File: src/hw/rtl/tlx_pkg.sv
// Shared types, constants and helper functions of the token lexer.
// Used by every file of the block but tlx_if; depends on nothing.
`timescale 1ns / 1ps

package tlx_pkg;

  // Sizing of the lexer state.
  localparam int MAX_TOKEN_LEN = 255;
  localparam int LINE_BITS     = 16;
  localparam int LEN_W         = $clog2(MAX_TOKEN_LEN + 2);
  localparam int QDEPTH        = 4;
  localparam int QPTR_W        = $clog2(QDEPTH);
  localparam int QCNT_W        = $clog2(QDEPTH + 1);
  localparam int SLOTS         = 3;
  localparam int CFG_ADDR_W    = 3;
  localparam logic [CFG_ADDR_W-1:0] REG_START_LINE = 3'd0;

  // Token kinds.
  localparam logic [4:0] K_END     = 5'd0;
  localparam logic [4:0] K_PLUS    = 5'd1;
  localparam logic [4:0] K_MINUS   = 5'd2;
  localparam logic [4:0] K_LBRACK  = 5'd3;
  localparam logic [4:0] K_RBRACK  = 5'd4;
  localparam logic [4:0] K_LPAREN  = 5'd5;
  localparam logic [4:0] K_RPAREN  = 5'd6;
  localparam logic [4:0] K_LBRACE  = 5'd7;
  localparam logic [4:0] K_RBRACE  = 5'd8;
  localparam logic [4:0] K_FN      = 5'd9;
  localparam logic [4:0] K_IF      = 5'd10;
  localparam logic [4:0] K_ELSE    = 5'd11;
  localparam logic [4:0] K_INT     = 5'd12;
  localparam logic [4:0] K_FLOAT   = 5'd13;
  localparam logic [4:0] K_ID      = 5'd14;
  localparam logic [4:0] K_ASSIGN  = 5'd15;
  localparam logic [4:0] K_SEMI    = 5'd16;
  localparam logic [4:0] K_UNKNOWN = 5'd17;

  // Keyword spellings, first character in the low byte.
  localparam logic [31:0] KW_FN   = 32'h0000_6E66;
  localparam logic [31:0] KW_IF   = 32'h0000_6669;
  localparam logic [31:0] KW_ELSE = 32'h6573_6C65;

  // Scan modes.
  typedef enum logic [4:0] {
    M_IDLE  = 5'b00001,
    M_INT   = 5'b00010,
    M_FLOAT = 5'b00100,
    M_IDENT = 5'b01000,
    M_COLON = 5'b10000
  } mode_t;

  typedef struct packed {
    logic [4:0]  kind;
    logic [31:0] start;
    logic [7:0]  len;
    logic [15:0] line;
  } result_t;

  typedef struct packed {
    logic    valid;
    result_t r;
  } cand_t;

  // All tokens caused by one input byte.
  typedef struct packed {
    result_t [SLOTS-1:0] item;
    logic [1:0]          cnt;
  } bundle_t;

  // Configuration write toward the front end.
  typedef struct packed {
    logic        wr;
    logic [15:0] value;
  } cfg_t;

  function automatic logic is_digit(logic [7:0] c);
    return (c >= "0") && (c <= "9");
  endfunction

  function automatic logic is_alpha(logic [7:0] c);
    return ((c >= "a") && (c <= "z")) || ((c >= "A") && (c <= "Z"));
  endfunction

  function automatic logic is_word(logic [7:0] c);
    return (c == "_") || is_alpha(c) || is_digit(c);
  endfunction

  // Kind of a single-character punctuation token, K_END when none.
  function automatic logic [4:0] punct_kind(logic [7:0] c);
    logic [4:0] k;
    unique case (c)
      "+":     k = K_PLUS;
      "-":     k = K_MINUS;
      "[":     k = K_LBRACK;
      "]":     k = K_RBRACK;
      "(":     k = K_LPAREN;
      ")":     k = K_RPAREN;
      "{":     k = K_LBRACE;
      "}":     k = K_RBRACE;
      ";":     k = K_SEMI;
      default: k = K_END;
    endcase
    return k;
  endfunction

  function automatic logic [7:0] fit8(logic [LEN_W-1:0] l);
    logic [LEN_W+7:0] w;
    w = {8'b0, l};
    return w[7:0];
  endfunction

  function automatic logic [15:0] fit16(logic [LINE_BITS-1:0] l);
    logic [LINE_BITS+15:0] w;
    w = {16'b0, l};
    return w[15:0];
  endfunction

  function automatic logic [LINE_BITS-1:0] fit_line(logic [15:0] s);
    logic [LINE_BITS+15:0] w;
    w = {{LINE_BITS{1'b0}}, s};
    return w[LINE_BITS-1:0];
  endfunction

  function automatic logic [4:0] ident_kind(logic [LEN_W-1:0] l, logic [31:0] p);
    logic [4:0] k;
    k = K_ID;
    if ((l == LEN_W'(2)) && (p == KW_FN)) k = K_FN;
    else if ((l == LEN_W'(2)) && (p == KW_IF)) k = K_IF;
    else if ((l == LEN_W'(4)) && (p == KW_ELSE)) k = K_ELSE;
    return k;
  endfunction

  // Token left pending in a scan mode; not valid in idle.
  function automatic cand_t flush_item(mode_t m, logic [31:0] s, logic [LEN_W-1:0] l,
                                       logic [31:0] p, logic [LINE_BITS-1:0] ln);
    cand_t c;
    logic [LEN_W-1:0] sh;
    sh = (l > LEN_W'(MAX_TOKEN_LEN)) ? LEN_W'(MAX_TOKEN_LEN) : l;
    c.valid   = 1'b1;
    c.r.start = s;
    c.r.len   = fit8(sh);
    c.r.line  = fit16(ln);
    unique case (m)
      M_INT:   c.r.kind = K_INT;
      M_FLOAT: c.r.kind = K_FLOAT;
      M_IDENT: c.r.kind = ident_kind(l, p);
      M_COLON: begin
        c.r.kind = K_UNKNOWN;
        c.r.len  = 8'd1;
      end
      default: begin
        c.valid  = 1'b0;
        c.r.kind = K_END;
      end
    endcase
    return c;
  endfunction

endpackage

File: src/hw/rtl/tlx_if.sv
// Stream interfaces of the token lexer: source bytes in, tokens out.
// Depends on no other file.
`timescale 1ns / 1ps

interface tlx_char_if;
  logic       valid;
  logic       ready;
  logic [7:0] char_in;
  logic       last_char;

  modport source (output valid, output char_in, output last_char, input ready);
  modport sink (input valid, input char_in, input last_char, output ready);
endinterface

interface tlx_token_if;
  logic        valid;
  logic        ready;
  logic [4:0]  token_kind;
  logic [31:0] token_start;
  logic [7:0]  token_length;
  logic [15:0] token_line;
  logic        run_last;

  modport source (output valid, output token_kind, output token_start,
                  output token_length, output token_line, output run_last,
                  input ready);
  modport sink (input valid, input token_kind, input token_start,
                input token_length, input token_line, input run_last,
                output ready);
endinterface

File: src/hw/rtl/tlx_front.sv
// Front end of the token lexer: scan state, classification of each byte and
// packing of the tokens it causes into one bundle. Depends on tlx_pkg.
`timescale 1ns / 1ps

module tlx_front (
  input  logic              clk,
  input  logic              rst,
  input  logic              in_valid,
  input  logic [7:0]        char_in,
  input  logic              last_char,
  output logic              in_ready,
  input  logic              q_full,
  output logic              push,
  output tlx_pkg::bundle_t  push_data,
  input  tlx_pkg::cfg_t     cfg,
  output logic [15:0]       start_line
);
  import tlx_pkg::*;

  mode_t                 mode, mode_next;
  logic [31:0]           tok_start, tok_start_next;
  logic [LEN_W-1:0]      tok_len, tok_len_next;
  logic [31:0]           tok_prefix, tok_prefix_next;
  logic [31:0]           byte_pos, byte_pos_next;
  logic [LINE_BITS-1:0]  line_count, line_count_next;
  logic [LINE_BITS-1:0]  tok_line, tok_line_next;

  logic                  accept;
  logic                  used;
  logic [4:0]            pk;
  logic [LEN_W-1:0]      len_inc;
  logic [31:0]           prefix_ext;
  cand_t [3:0]           cand;
  logic [2:0]            n;

  assign in_ready = !q_full;
  assign accept   = in_valid && in_ready;
  assign pk       = punct_kind(char_in);

  // Growing the current token by one byte.
  assign len_inc = (tok_len <= LEN_W'(MAX_TOKEN_LEN)) ? LEN_W'(tok_len + 1'b1) : tok_len;
  assign prefix_ext = (tok_len < LEN_W'(4)) ?
                      (tok_prefix | ({24'b0, char_in} << {tok_len[1:0], 3'b000})) :
                      tok_prefix;

  // Next scan state and the candidate tokens in emission order.
  always_comb begin
    mode_next       = mode;
    tok_start_next  = tok_start;
    tok_len_next    = tok_len;
    tok_prefix_next = tok_prefix;
    tok_line_next   = tok_line;
    line_count_next = line_count;
    used            = 1'b0;
    cand            = '0;

    // Continue or close the pending token.
    unique case (mode)
      M_INT: begin
        if (is_digit(char_in)) begin
          tok_len_next    = len_inc;
          tok_prefix_next = prefix_ext;
          used            = 1'b1;
        end else if (char_in == ".") begin
          tok_len_next    = len_inc;
          tok_prefix_next = prefix_ext;
          mode_next       = M_FLOAT;
          used            = 1'b1;
        end else begin
          cand[0]   = flush_item(mode, tok_start, tok_len, tok_prefix, tok_line);
          mode_next = M_IDLE;
        end
      end
      M_FLOAT: begin
        if (is_digit(char_in)) begin
          tok_len_next    = len_inc;
          tok_prefix_next = prefix_ext;
          used            = 1'b1;
        end else begin
          cand[0]   = flush_item(mode, tok_start, tok_len, tok_prefix, tok_line);
          mode_next = M_IDLE;
        end
      end
      M_IDENT: begin
        if (is_word(char_in)) begin
          tok_len_next    = len_inc;
          tok_prefix_next = prefix_ext;
          used            = 1'b1;
        end else begin
          cand[0]   = flush_item(mode, tok_start, tok_len, tok_prefix, tok_line);
          mode_next = M_IDLE;
        end
      end
      M_COLON: begin
        if (char_in == "=") begin
          cand[0].valid   = 1'b1;
          cand[0].r.kind  = K_ASSIGN;
          cand[0].r.start = tok_start;
          cand[0].r.len   = 8'd2;
          cand[0].r.line  = fit16(tok_line);
          used            = 1'b1;
        end else begin
          cand[0] = flush_item(mode, tok_start, tok_len, tok_prefix, tok_line);
        end
        mode_next = M_IDLE;
      end
      default: mode_next = M_IDLE;
    endcase

    // A byte not taken by the pending token starts something of its own.
    if (!used) begin
      priority if ((char_in == " ") || (char_in == "\t")) begin
        // Separator only.
      end else if (char_in == "\n") begin
        line_count_next = line_count + 1'b1;
      end else if (pk != K_END) begin
        cand[1].valid   = 1'b1;
        cand[1].r.kind  = pk;
        cand[1].r.start = byte_pos;
        cand[1].r.len   = 8'd1;
        cand[1].r.line  = fit16(line_count);
      end else if (is_digit(char_in) || (char_in == "_") || is_alpha(char_in) ||
                   (char_in == ":")) begin
        if (is_digit(char_in)) mode_next = M_INT;
        else if (char_in == ":") mode_next = M_COLON;
        else mode_next = M_IDENT;
        tok_start_next  = byte_pos;
        tok_len_next    = LEN_W'(1);
        tok_prefix_next = {24'b0, char_in};
        tok_line_next   = line_count;
      end else begin
        cand[1].valid   = 1'b1;
        cand[1].r.kind  = K_UNKNOWN;
        cand[1].r.start = byte_pos;
        cand[1].r.len   = 8'd1;
        cand[1].r.line  = fit16(line_count);
      end
    end

    byte_pos_next = byte_pos + 32'd1;

    // The final byte flushes, ends the text and rewinds for the next one.
    if (last_char) begin
      cand[2] = flush_item(mode_next, tok_start_next, tok_len_next, tok_prefix_next,
                           tok_line_next);
      cand[3].valid   = 1'b1;
      cand[3].r.kind  = K_END;
      cand[3].r.start = byte_pos_next;
      cand[3].r.len   = 8'd0;
      cand[3].r.line  = fit16(line_count_next);
      byte_pos_next   = 32'd0;
      line_count_next = fit_line(start_line);
      mode_next       = M_IDLE;
    end
  end

  // Pack the valid candidates into the bundle slots.
  always_comb begin
    n         = 3'd0;
    push_data = '0;
    for (int i = 0; i < 4; i++) begin
      if (cand[i].valid && (n < 3'(SLOTS))) begin
        push_data.item[n[1:0]] = cand[i].r;
        n = n + 3'd1;
      end
    end
    push_data.cnt = n[1:0];
  end

  assign push = accept && (n != 3'd0);

  // State registers and the start-line register.
  always_ff @(posedge clk) begin
    if (rst) begin
      mode       <= M_IDLE;
      tok_start  <= 32'd0;
      tok_len    <= '0;
      tok_prefix <= 32'd0;
      byte_pos   <= 32'd0;
      line_count <= fit_line(16'd1);
      tok_line   <= '0;
      start_line <= 16'd1;
    end else begin
      if (accept) begin
        mode       <= mode_next;
        tok_start  <= tok_start_next;
        tok_len    <= tok_len_next;
        tok_prefix <= tok_prefix_next;
        byte_pos   <= byte_pos_next;
        tok_line   <= tok_line_next;
      end
      if (cfg.wr) start_line <= cfg.value;
      // A start-line write at the start of a text also reloads the line count.
      if (cfg.wr && (byte_pos == 32'd0)) begin
        line_count <= fit_line(cfg.value);
      end else if (accept) begin
        line_count <= line_count_next;
      end
    end
  end

endmodule

File: src/hw/rtl/tlx_queue.sv
// Short queue of token bundles between the front and back ends.
// Depends on tlx_pkg.
`timescale 1ns / 1ps

module tlx_queue (
  input  logic              clk,
  input  logic              rst,
  input  logic              push,
  input  tlx_pkg::bundle_t  push_data,
  output logic              full,
  input  logic              pop,
  output logic              head_valid,
  output tlx_pkg::bundle_t  head
);
  import tlx_pkg::*;

  bundle_t             entry [QDEPTH];
  logic [QPTR_W-1:0]   wr_ptr, rd_ptr;
  logic [QCNT_W-1:0]   count;
  logic                do_pop;

  assign full       = (count == QCNT_W'(QDEPTH));
  assign head_valid = (count != '0);
  assign head       = entry[rd_ptr];
  assign do_pop     = pop && head_valid;

  // Entry storage.
  always_ff @(posedge clk) begin
    if (push) entry[wr_ptr] <= push_data;
  end

  // Pointers and fill count.
  always_ff @(posedge clk) begin
    if (rst) begin
      wr_ptr <= '0;
      rd_ptr <= '0;
      count  <= '0;
    end else begin
      if (push) wr_ptr <= wr_ptr + 1'b1;
      if (do_pop) rd_ptr <= rd_ptr + 1'b1;
      unique case ({push, do_pop})
        2'b10:   count <= count + 1'b1;
        2'b01:   count <= count - 1'b1;
        default: count <= count;
      endcase
    end
  end

endmodule

File: src/hw/rtl/tlx_back.sv
// Back end of the token lexer: hands out the tokens of the head bundle one
// transfer at a time and marks the last one. Depends on tlx_pkg.
`timescale 1ns / 1ps

module tlx_back (
  input  logic              clk,
  input  logic              rst,
  input  logic              head_valid,
  input  tlx_pkg::bundle_t  head,
  output logic              pop,
  output logic              out_valid,
  input  logic              out_ready,
  output tlx_pkg::result_t  out_item,
  output logic              out_last
);
  import tlx_pkg::*;

  logic [1:0] idx;
  logic       xfer;

  assign out_valid = head_valid;
  assign out_item  = head.item[idx];
  assign out_last  = (idx == (head.cnt - 2'd1));
  assign xfer      = out_valid && out_ready;
  assign pop       = xfer && out_last;

  // Slot counter within the head bundle.
  always_ff @(posedge clk) begin
    if (rst) begin
      idx <= 2'd0;
    end else if (xfer) begin
      idx <= out_last ? 2'd0 : idx + 2'd1;
    end
  end

endmodule

File: src/hw/rtl/token_lexer_unit.sv
// Top level of the token lexer: byte and token channels, configuration port,
// front end, bundle queue and back end. Depends on tlx_pkg, tlx_if and submodules.
//
//   channel   direction  payload                                       transfer
//   chars     in         char_in[7:0], last_char                       valid & ready
//   tokens    out        token_kind, token_start, token_length,        valid & ready
//                        token_line, run_last
//   apb       in/out     start_line register at address 0              psel & penable
//
// One byte is taken in each cycle while the bundle queue (four bundles) has
// room; the tokens that one byte causes leave the token channel one per
// transfer, in the order of the bundle slots.
// Tokens leave straight from the queue storage, so byte intake and token
// delivery stall independently. Reset is synchronous, active high, and
// needs no clearing pass; start_line resets to 1.
`timescale 1ns / 1ps

module token_lexer_unit (
  input  logic                                clk,
  input  logic                                rst,
  tlx_char_if.sink                            chars,
  tlx_token_if.source                         tokens,
  input  logic                                psel,
  input  logic                                penable,
  input  logic                                pwrite,
  input  logic [tlx_pkg::CFG_ADDR_W-1:0]      paddr,
  input  logic [31:0]                         pwdata,
  output logic [31:0]                         prdata,
  output logic                                pready
);
  import tlx_pkg::*;

  cfg_t        cfg;
  logic [15:0] start_line;
  logic        q_full, push, pop, head_valid;
  bundle_t     push_data, head;
  result_t     out_item;
  logic        hit;

  // Register decode; the two low address bits are the byte offset.
  assign hit       = ({paddr[CFG_ADDR_W-1:2], 2'b00} == REG_START_LINE);
  assign pready    = 1'b1;
  assign cfg.wr    = psel && penable && pwrite && hit;
  assign cfg.value = pwdata[15:0];
  assign prdata    = hit ? {16'b0, start_line} : 32'd0;

  tlx_front u_front (
    .clk        (clk),
    .rst        (rst),
    .in_valid   (chars.valid),
    .char_in    (chars.char_in),
    .last_char  (chars.last_char),
    .in_ready   (chars.ready),
    .q_full     (q_full),
    .push       (push),
    .push_data  (push_data),
    .cfg        (cfg),
    .start_line (start_line)
  );

  tlx_queue u_queue (
    .clk        (clk),
    .rst        (rst),
    .push       (push),
    .push_data  (push_data),
    .full       (q_full),
    .pop        (pop),
    .head_valid (head_valid),
    .head       (head)
  );

  tlx_back u_back (
    .clk        (clk),
    .rst        (rst),
    .head_valid (head_valid),
    .head       (head),
    .pop        (pop),
    .out_valid  (tokens.valid),
    .out_ready  (tokens.ready),
    .out_item   (out_item),
    .out_last   (tokens.run_last)
  );

  // Token payload onto the output channel.
  assign tokens.token_kind   = out_item.kind;
  assign tokens.token_start  = out_item.start;
  assign tokens.token_length = out_item.len;
  assign tokens.token_line   = out_item.line;

endmodule
File: src/flat_wrapper.sv
// flat-port wrapper written by rule: the top's interface ports become plain ports
module token_lexer_unit_flat import tlx_pkg::*;
  (clk, rst, psel, penable, pwrite, paddr, pwdata, prdata, pready, chars_valid, chars_char_in, chars_last_char, chars_ready, tokens_valid, tokens_token_kind, tokens_token_start, tokens_token_length, tokens_token_line, tokens_run_last, tokens_ready);
  tlx_char_if chars_i ();
  tlx_token_if tokens_i ();
  input  logic clk;
  input  logic rst;
  input  logic psel;
  input  logic penable;
  input  logic pwrite;
  input  logic [tlx_pkg::CFG_ADDR_W-1:0] paddr;
  input  logic [31:0] pwdata;
  output logic [31:0] prdata;
  output logic pready;
  input wire logic [$bits(chars_i.valid)-1:0] chars_valid;
  input wire logic [$bits(chars_i.char_in)-1:0] chars_char_in;
  input wire logic [$bits(chars_i.last_char)-1:0] chars_last_char;
  output wire logic [$bits(chars_i.ready)-1:0] chars_ready;
  output wire logic [$bits(tokens_i.valid)-1:0] tokens_valid;
  output wire logic [$bits(tokens_i.token_kind)-1:0] tokens_token_kind;
  output wire logic [$bits(tokens_i.token_start)-1:0] tokens_token_start;
  output wire logic [$bits(tokens_i.token_length)-1:0] tokens_token_length;
  output wire logic [$bits(tokens_i.token_line)-1:0] tokens_token_line;
  output wire logic [$bits(tokens_i.run_last)-1:0] tokens_run_last;
  input wire logic [$bits(tokens_i.ready)-1:0] tokens_ready;
  assign chars_i.valid = chars_valid;
  assign chars_i.char_in = chars_char_in;
  assign chars_i.last_char = chars_last_char;
  assign chars_ready = chars_i.ready;
  assign tokens_valid = tokens_i.valid;
  assign tokens_token_kind = tokens_i.token_kind;
  assign tokens_token_start = tokens_i.token_start;
  assign tokens_token_length = tokens_i.token_length;
  assign tokens_token_line = tokens_i.token_line;
  assign tokens_run_last = tokens_i.run_last;
  assign tokens_i.ready = tokens_ready;
  token_lexer_unit u_core (.clk(clk), .rst(rst), .chars(chars_i), .tokens(tokens_i), .psel(psel), .penable(penable), .pwrite(pwrite), .paddr(paddr), .pwdata(pwdata), .prdata(prdata), .pready(pready));
endmodule
File: config.mk
export PLATFORM = sky130hd
export DESIGN_NAME = token_lexer_unit_flat
export DESIGN_NICKNAME = d
export VERILOG_FILES = /design/src/hw/rtl/tlx_pkg.sv /design/src/hw/rtl/tlx_if.sv /design/src/hw/rtl/tlx_front.sv /design/src/hw/rtl/tlx_queue.sv /design/src/hw/rtl/tlx_back.sv /design/src/hw/rtl/token_lexer_unit.sv /design/src/flat_wrapper.sv
export SDC_FILE = /design/constraint.sdc
export NUM_CORES = 1
export LEC_CHECK = 0
export ABC_CLOCK_PERIOD_IN_PS = 8000
export BUFFER_PORTS_ARGS = -buffer_cell sky130_fd_sc_hd__buf_2
export CAP_MARGIN = 30
export CORE_ASPECT_RATIO = 0.75
export CORE_MARGIN = 2
export CORE_UTILIZATION = 33
export CTS_CLUSTER_DIAMETER = 40
export DETAILED_ROUTE_END_ITERATION = 10
export HOLD_SLACK_MARGIN = 0.03
export PLACE_DENSITY = 0.46
export SYNTH_ARGS = -nofsm -noshare
export SYNTH_HDL_FRONTEND = slang
export SYNTH_HIERARCHICAL = 1
export SYNTH_SLANG_ARGS = --single-unit
File: constraint.sdc
create_clock -name clk -period 8 [get_ports clk]
set_clock_uncertainty 0.05 [all_clocks]
set_input_delay 0 -clock clk [delete_from_list [all_inputs] [get_ports clk]]
set_output_delay 0 -clock clk [all_outputs]
set_load 0.02 [all_outputs]
==> run summary, run 1 <==
Buffers & Inverters on Critical Path -> 4
sequential share of power -> 44.8%
Synth cell types -> 88
most common cell after layout, fill and taps aside -> edfxtp_1
required time worst endpoint -> 8.33 ns
Synth area leader -> edfxtp_1
Crit. End Element -> flip-flop
CP Data Arrival Time -> 6.75 ns
Final Hold Fails -> 0
run status -> complete, no violations
Total GRT Usage -> 19.4%
Layout fillers -> 12,217
final wirelength -> 129,000 µm
period utilization -> 80.2%
Hold WC Path Type -> primary input to flip-flop
Layout Nets -> 3,641
clock tree root buffer cell -> clkbuf_16
CTS tree -> done
critical path, cell by cell -> dlygate4sd3_1, buf_2, and4bb_2, and2_1, a211o_1, o21ai_1, nor2_4, buf_4, ha_1, o211a_1, a21oi_2, mux2i_1, o21a_1, and2_4, buf_12
Net Sw Frac -> 25.0%
Yosys warning total -> 6
clock latency on the worst-skew pair -> 0.71 ns
reg-to-reg setup timing slack -> 1.91 ns
Yosys top cell area share -> 52.3%
setup TNS -> 0 ns
Fmax -> 156 MHz
vias in the first global route -> 28,164
Post-DP HPWL -> 79,800 µm
CP max FO -> 51
Avg Vias per Cell -> 5.38
slowest CP cell -> buf_4
num rows -> 114
Post-synth EDFFs -> 740
cts bufs inserted -> 120
crit path time final -> 6.41 ns
fin. max-slew vios -> 0
kind of critical path -> primary input to flip-flop
Layout Cells excl Fill -> 5,362
Die Area -> 132,000 µm²
netlist area before placement -> 42,500 µm²
DRT Pass-1 Iters -> 5
Design Area, Final -> 49,500 µm²
WL per Instance -> 24.0 µm
Worst-path clk slew -> 0.05 ns
worst slew pin tran -> 0.974 ns
pwr/cell area -> 247 nW/µm²
post-CTS resize count -> 0
CTS H-tree lvls -> 3
Peak VDD IR -> 0.176 mV
Internal -> 9.16 mW
routability-driven placement congestion ratio -> 0.874
CP Launch Type -> primary input
sequential area share after synthesis -> 60.2%
PortBufs -> 112
Power Total -> 12.2 mW
Inst Count DP -> 5,080
DRT antenna net count -> 0
mean post-synth cell area -> 12.2 µm²
Die Wd -> 419 µm
synth top area cells -> edfxtp_1 52%, mux4_2 9.8%, dfxtp_1 8.0%
fin worst setup slack -> 1.59 ns
Crit path max-delay family -> buffers and inverters
# IOs -> 148
core area -> 128,000 µm²
Slew headroom -> 34.6%
most frequent cells in the layout -> 740 x edfxtp_1, 623 x nand2_1, 204 x o21ai_0, 196 x nor2_1, 185 x mux4_2
vias after detailed routing -> 28,847
first-pass GRT wire length -> 192,000 µm
RSZ-0062 raised after global routing -> no
area grow syn2layout -> 16.4%
placed cell areas -> 44,700 µm²
Die H -> 315 µm
largest net degree at the start of global routing -> 103
Syn Inst Count -> 3,500
Max clock buf depth -> 3
power share of the clock group -> 45.6%
Comb pwr share -> 9.6%
initial antenna violation count -> 13
Final setup violation count -> 0
Most used DFF post-synth -> edfxtp_1
DRC viols -> 0
share of cells above drive strength 1 -> 17.2%
Setup WS pre-CTS -> 1.56 ns
clock sinks -> 909
Pleak -> 15.8 nW
Max-Cap Viols -> 0
CP peak stage delay -> 0.71 ns
flops & latches, synth -> 909
Post-CTS Setup Repair Bufs -> 0
Psw -> 3.06 mW
Initial Util -> 33.1%
total grt overflow -> 0
ys async rst share -> 0%
# hold bufs at CTS -> 47
Iter 0 DRT Violations -> 2,838
[cell type report]
type                            count  area, µm²  area share [%]
Tap cell                         1682       2100            4.25
Clock buffer                      136       3180            6.42
Clock inverter                     93       1040            2.11
Timing Repair Buffer              235       1930            3.91
Multi-Input combinational cell   2276      15500            31.3
Inverter                           27        101           0.205
Antenna cell                        4       10.0          0.0202
Sequential cell                   909      25600            51.8
[through the flow]
step / hold WS, ns / utilization [%]
after floorplan: 0.0191 / -
after detailed placement: 0.188 / 34.8
after CTS: 0.0390 / 38.5
after global placement: 0.183 / 34.8
final: 0.0878 / 38.5
after global routing: 0.0902 / 38.5
[sequential cells by signal (all words and copies together), names as in the netlist, named ones only]
name                       count
u_core/u_back/idx              2
u_core/u_front/byte_pos       32
u_core/u_queue/rd_ptr          2
u_core/u_front/mode            5
u_core/u_front/tok_len         9
u_core/u_queue/wr_ptr          2
u_core/u_front/tok_prefix     32
u_core/u_front/start_line     16
u_core/u_front/tok_line       16
u_core/u_queue/count           3
u_core/u_queue/entry         740
u_core/u_front/line_count     16
u_core/u_front/tok_start      32
[worst register-to-register path, stage by stage, from the launching register on]
cell,delay (ns)
dfxtp_1,0.44
or3b_1,0.47
nor2_1,0.18
a21oi_1,0.15
o21ai_1,0.73
nor2_4,0.08
buf_4,0.42
ha_1,0.51
o211a_1,0.26
a21oi_2,0.48
mux2i_1,0.57
o21a_1,0.37
and2_4,0.68
buf_12,0.38
[logic make-up after synthesis]
| logic type | synth area share (%) |
|---|---|
| xor+xnor | 1.07 |
| mux | 11.9 |
| simple gates | 13.1 |
| buf+inv | 3.71 |
| fa+ha+maj | 0.653 |
| other cells | 0.0177 |
| compound gates | 9.30 |
| flops | 60.2 |
[cell usage after synthesis (6+ instances only)]
library cell and number:
and2_1 21, o31ai_1 6, buf_6 21, nor3_1 47, mux4_2 185, o211ai_1 13, nand2b_1 16, inv_1 26
nor3b_1 9, nand4_1 16, buf_4 25, nor4_1 20, clkbuf_1 166, a211oi_1 17, a31oi_1 24, o211a_1 6
nand3_1 167, and3_1 21, ha_1 19, nand4b_1 7, o22ai_1 55, buf_1 23, o21ai_1 64, a211o_1 6
nor2_1 199, a22oi_1 21, or3_1 20, xor2_1 23, edfxtp_1 740, a221oi_1 9, mux2i_1 89, xnor2_1 29
o21ai_0 204, nor2b_1 28, nand2_1 629, and2b_2 6, a21o_1 6, a21oi_1 182, buf_2 67, dfxtp_1 169
and4_1 8
[power groups by stage]
stage | Combinational [mW] | Sequential (mW) | Clock [mW]
floorplan | 0.745 | 5.53 | 0
global placement | 1.17 | 5.56 | 0
detailed placement | 1.18 | 5.57 | 0
CTS | 1.20 | 5.47 | 5.71
global route | 1.27 | 5.49 | 5.91
finish | 1.17 | 5.47 | 5.58
[path summary, 6_finish.rpt]
path | startpoint | to | cells after the start
setup / recovery | chars_char_in[4] | u_core/u_queue/entry[1][87]$_DFFE_PP_ | 15
hold / removal | pwdata[14] | u_core/u_front/line_count[14]$_SDFFE_PP0P_ | 4
setup reg to reg | u_core/u_front/mode[1]$_SDFFE_PP0P_ | u_core/u_queue/entry[1][87]$_DFFE_PP_ | 13
hold reg to reg | u_core/u_front/tok_prefix[7]$_SDFFE_PP0P_ | u_core/u_front/tok_prefix[7]$_SDFFE_PP0P_ | 1
[layer usage]
layer	share of wire [%]	track usage, %	vias up
met4	1.8	4.45	6
li1	-	-	13244
met2	42	27.6	995
met1	49	30.0	14453
met5	0.034	0	-
met3	7.7	4.14	149
No activity file was read; power rests on OpenSTA's default activity.
==> run 2, diff against run 1 <==
--- a/config.mk
+++ b/config.mk
@@ -5,7 +5,7 @@
 export SDC_FILE = /design/constraint.sdc
 export NUM_CORES = 1
 export LEC_CHECK = 0
-export ABC_CLOCK_PERIOD_IN_PS = 8000
+export ABC_CLOCK_PERIOD_IN_PS = 6400
 export BUFFER_PORTS_ARGS = -buffer_cell sky130_fd_sc_hd__buf_2
 export CAP_MARGIN = 30
 export CORE_ASPECT_RATIO = 0.75
@@ -14,7 +14,7 @@
 export CTS_CLUSTER_DIAMETER = 40
 export DETAILED_ROUTE_END_ITERATION = 10
 export HOLD_SLACK_MARGIN = 0.03
-export PLACE_DENSITY = 0.46
+export PLACE_DENSITY = 0.45
 export SYNTH_ARGS = -nofsm -noshare
 export SYNTH_HDL_FRONTEND = slang
 export SYNTH_HIERARCHICAL = 1
==> constraint.sdc (replaced) <==
create_clock -name clk -period 6.4 [get_ports clk]
set_clock_uncertainty 0.05 [all_clocks]
set_input_delay 0 -clock clk [delete_from_list [all_inputs] [get_ports clk]]
set_output_delay 0 -clock clk [all_outputs]
set_load 0.02 [all_outputs]
==> run 2 against run 1 <==
Compared with the run above: total power increased by 28%; register-to-register slack got worse by 0.70 ns; combinational power increased by 26%; via count increased by 1.1%; clock-buffer cell count increased by 13; core utilization increased by 0.25 points; first-iteration DRC count increased by 3.9%; final area increased by 0.64%; hold slack got worse by 0.00078 ns; non-clock buffer count increased by 13; clock power increased by 32%; routed wire length increased by 0.72%; highest routed layer unchanged.
==> run summary, run 2 (same netlist as run 1, synthesis figures left out) <==
first-pass GRT wire length -> 193,000 µm (+0.84%)
routability-driven placement congestion ratio -> 0.924 (+5.7%)
Layout Nets -> 3,664 (+0.63%)
clock latency on the worst-skew pair -> 0.74 ns (+0.03 ns)
Avg Vias per Cell -> 5.42 (+0.67%)
most common cell after layout, fill and taps aside -> edfxtp_1
most used cell, CP -> buf_4
Max-Cap Viols -> 0 (unchanged)
Iter 0 DRT Violations -> 2,950 (+3.9%)
required time worst endpoint -> 6.74 ns (-1.59 ns)
CP peak stage delay -> 0.63 ns (-0.08 ns)
cts bufs inserted -> 130 (+8.3%)
CTS H-tree lvls -> 4 (+1)
Comb pwr share -> 9.4% (-0.2 points)
sequential share of power -> 43.6% (-1.2 points)
Die Wd -> 419 µm (unchanged)
crit path time final -> 5.50 ns
initial antenna violation count -> 18 (+5)
CTS tree -> done
num rows -> 114 (unchanged)
Setup WS pre-CTS -> 0.825 ns (-0.734 ns)
DRT antenna net count -> 0 (unchanged)
Internal -> 11.8 mW (+29%)
run status -> complete, no violations
max layer used -> met5
Final setup violation count -> 0 (unchanged)
PortBufs -> 112 (unchanged)
post-CTS resize count -> 0 (unchanged)
tightest hold margin -> 0.0870 ns (-0.000782 ns)
clock tree root buffer cell -> clkbuf_16
CP max FO -> 25 (-51%)
DRT Pass-1 Iters -> 5 (unchanged)
vias in the first global route -> 28,518 (+1.3%)
area grow syn2layout -> 17.1%
period utilization -> 85.9%
Hold WC Path Type -> primary input to flip-flop
Initial Util -> 33.1% (unchanged)
total grt overflow -> 0 (unchanged)
power share of the clock group -> 47.0% (+1.4 points)
Worst-path clk slew -> 0.06 ns (about the same)
DRT met1 WL -> 63,000 µm (+0.55%)
core area -> 128,000 µm² (unchanged)
CP Launch Type -> primary input
Psw -> 3.86 mW (+26%)
pwr/cell area -> 314 nW/µm² (+27%)
Crit path max-delay family -> simple AND/OR/NAND/NOR gates
RSZ-0062 raised after global routing -> no
Pleak -> 16.0 nW (+1.1%)
vias after detailed routing -> 29,153 (+1.1%)
clock sinks -> 909 (unchanged)
worst slew pin tran -> 1.02 ns (+0.0410 ns)
Power Total -> 15.6 mW (+28%)
share of cells above drive strength 1 -> 17.9% (+0.61 points)
fin. max-slew vios -> 0 (unchanged)
max reg flops -> 740 (unchanged)
fin worst setup slack -> 0.904 ns (-0.683 ns)
Fmax -> 182 MHz
final wirelength -> 130,000 µm (+0.72%)
Slew headroom -> 31.7% (-2.9 points)
critical path, cell by cell -> dlygate4sd3_1, buf_2, and4bb_2, and2_1, a211o_1, o211a_4, nor2_1, nor2b_1, fa_1, nand2_1, nand2_1, a21oi_2, buf_4, mux2i_1, buf_4, o21a_1, and2_4, buf_4
most frequent cells in the layout -> 740 x edfxtp_1, 623 x nand2_1, 204 x o21ai_0, 196 x nor2_1, 185 x mux4_2
Layout Cells excl Fill -> 5,383 (+0.39%)
WL per Instance -> 24.1 µm (+0.32%)
Largest Register -> u_core/u_queue/entry
Die Area -> 132,000 µm² (unchanged)
Total GRT Usage -> 19.6% (+0.20 points)
Max clock buf depth -> 3 (unchanged)
Post-DP HPWL -> 81,900 µm (+2.6%)
Crit. End Element -> flip-flop
Buffers & Inverters on Critical Path -> 5 (+1)
kind of critical path -> primary input to flip-flop
largest net degree at the start of global routing -> 86 (-17%)
Final Hold Fails -> 0 (unchanged)
CP Data Arrival Time -> 5.84 ns (-0.91 ns)
Met3 Wirelength -> 10,000 µm (+1.6%)
# IOs -> 148 (unchanged)
slowest CP cell -> dlygate4sd3_1
DRC viols -> 0 (unchanged)
Net Sw Frac -> 24.7% (-0.34 points)
Inst Count DP -> 5,097 (+0.33%)
Peak VDD IR -> 0.238 mV (+35%)
Die H -> 315 µm (unchanged)
met2 WL post-DR -> 53,800 µm (about the same)
run 2: cell types whose count changed in the layout (fill, tap and decap cells not counted), sizes merged:
| cell | before | now |
|---|---|---|
| clkinvlp | 10 | 12 |
| diode | 4 | 5 |
| clkbuf | 136 | 149 |
| buf | 188 | 204 |
| dlygate4sd3 | 47 | 44 |
| clkinv | 42 | 38 |
| inv | 53 | 49 |
run 2: tightest hold or removal path, delay by kind of cell:
kind                   cells  cell delay, ns
AOI/OAI and AO/OA          1            0.07
buffers and inverters      2            0.76
run 2: metrics by stage:
step / setup TNS, ns / area [µm²] / util [%]
2_1_floorplan: -66.64 / 42600 / -
3_3_place_gp: 0 / 44800 / 34.9
3_5_place_dp: 0 / 44800 / 34.9
4_1_cts: 0 / 49800 / 38.8
5_1_grt: 0 / 49800 / 38.8
6_report: 0 / 49800 / 38.8
run 2: final timing paths:
check	startpoint	end	slack (ns)	depth (start not counted)
worst max-delay path	chars_char_in[4]	u_core/u_queue/entry[0][27]$_DFFE_PP_	0.90	18
worst min-delay path	rst	u_core/u_back/idx[1]$_SDFFE_PP0P_	0.09	3
worst max register to register	u_core/u_front/mode[2]$_SDFFE_PP0P_	u_core/u_queue/entry[0][27]$_DFFE_PP_	1.21	16
worst min register to register	u_core/u_front/tok_line[14]$_SDFFE_PP0P_	u_core/u_front/tok_line[14]$_SDFFE_PP0P_	0.42	2
run 2: final cells by class:
class	count	area, µm²
multi-input combinational	2276	15500
clock inverter	87	1020
clock buffer	149	3470
timing repair buffer	248	1980
inverter	27	101
tap	1682	2100
antenna	5	12.5
sequential	909	25600
fill	12294	78600
run 2: per-layer routing:
layer | up-vias | GRT usage [%]
li1 | 13280 | -
met1 | 14620 | 29.9
met2 | 1076 | 27.6
met3 | 169 | 4.71
met4 | 8 | 5.46
met5 | - | 0
run 2: what timing repair did:
action | CTS | global route
hold buffers | 44 | 0
hold endpoints to repair | 211 | 0
buffers inserted | 0 | 0
run 2: power groups by stage:
stage                     logic, mW  registers, mW  clock network [mW]
after detailed placement       1.47           6.94                   0
after floorplan               0.931           6.92                   0
after global routing           1.59           6.85                7.78
final                          1.47           6.82                7.35
after CTS                      1.50           6.82                7.54
after global placement         1.47           6.94                   0
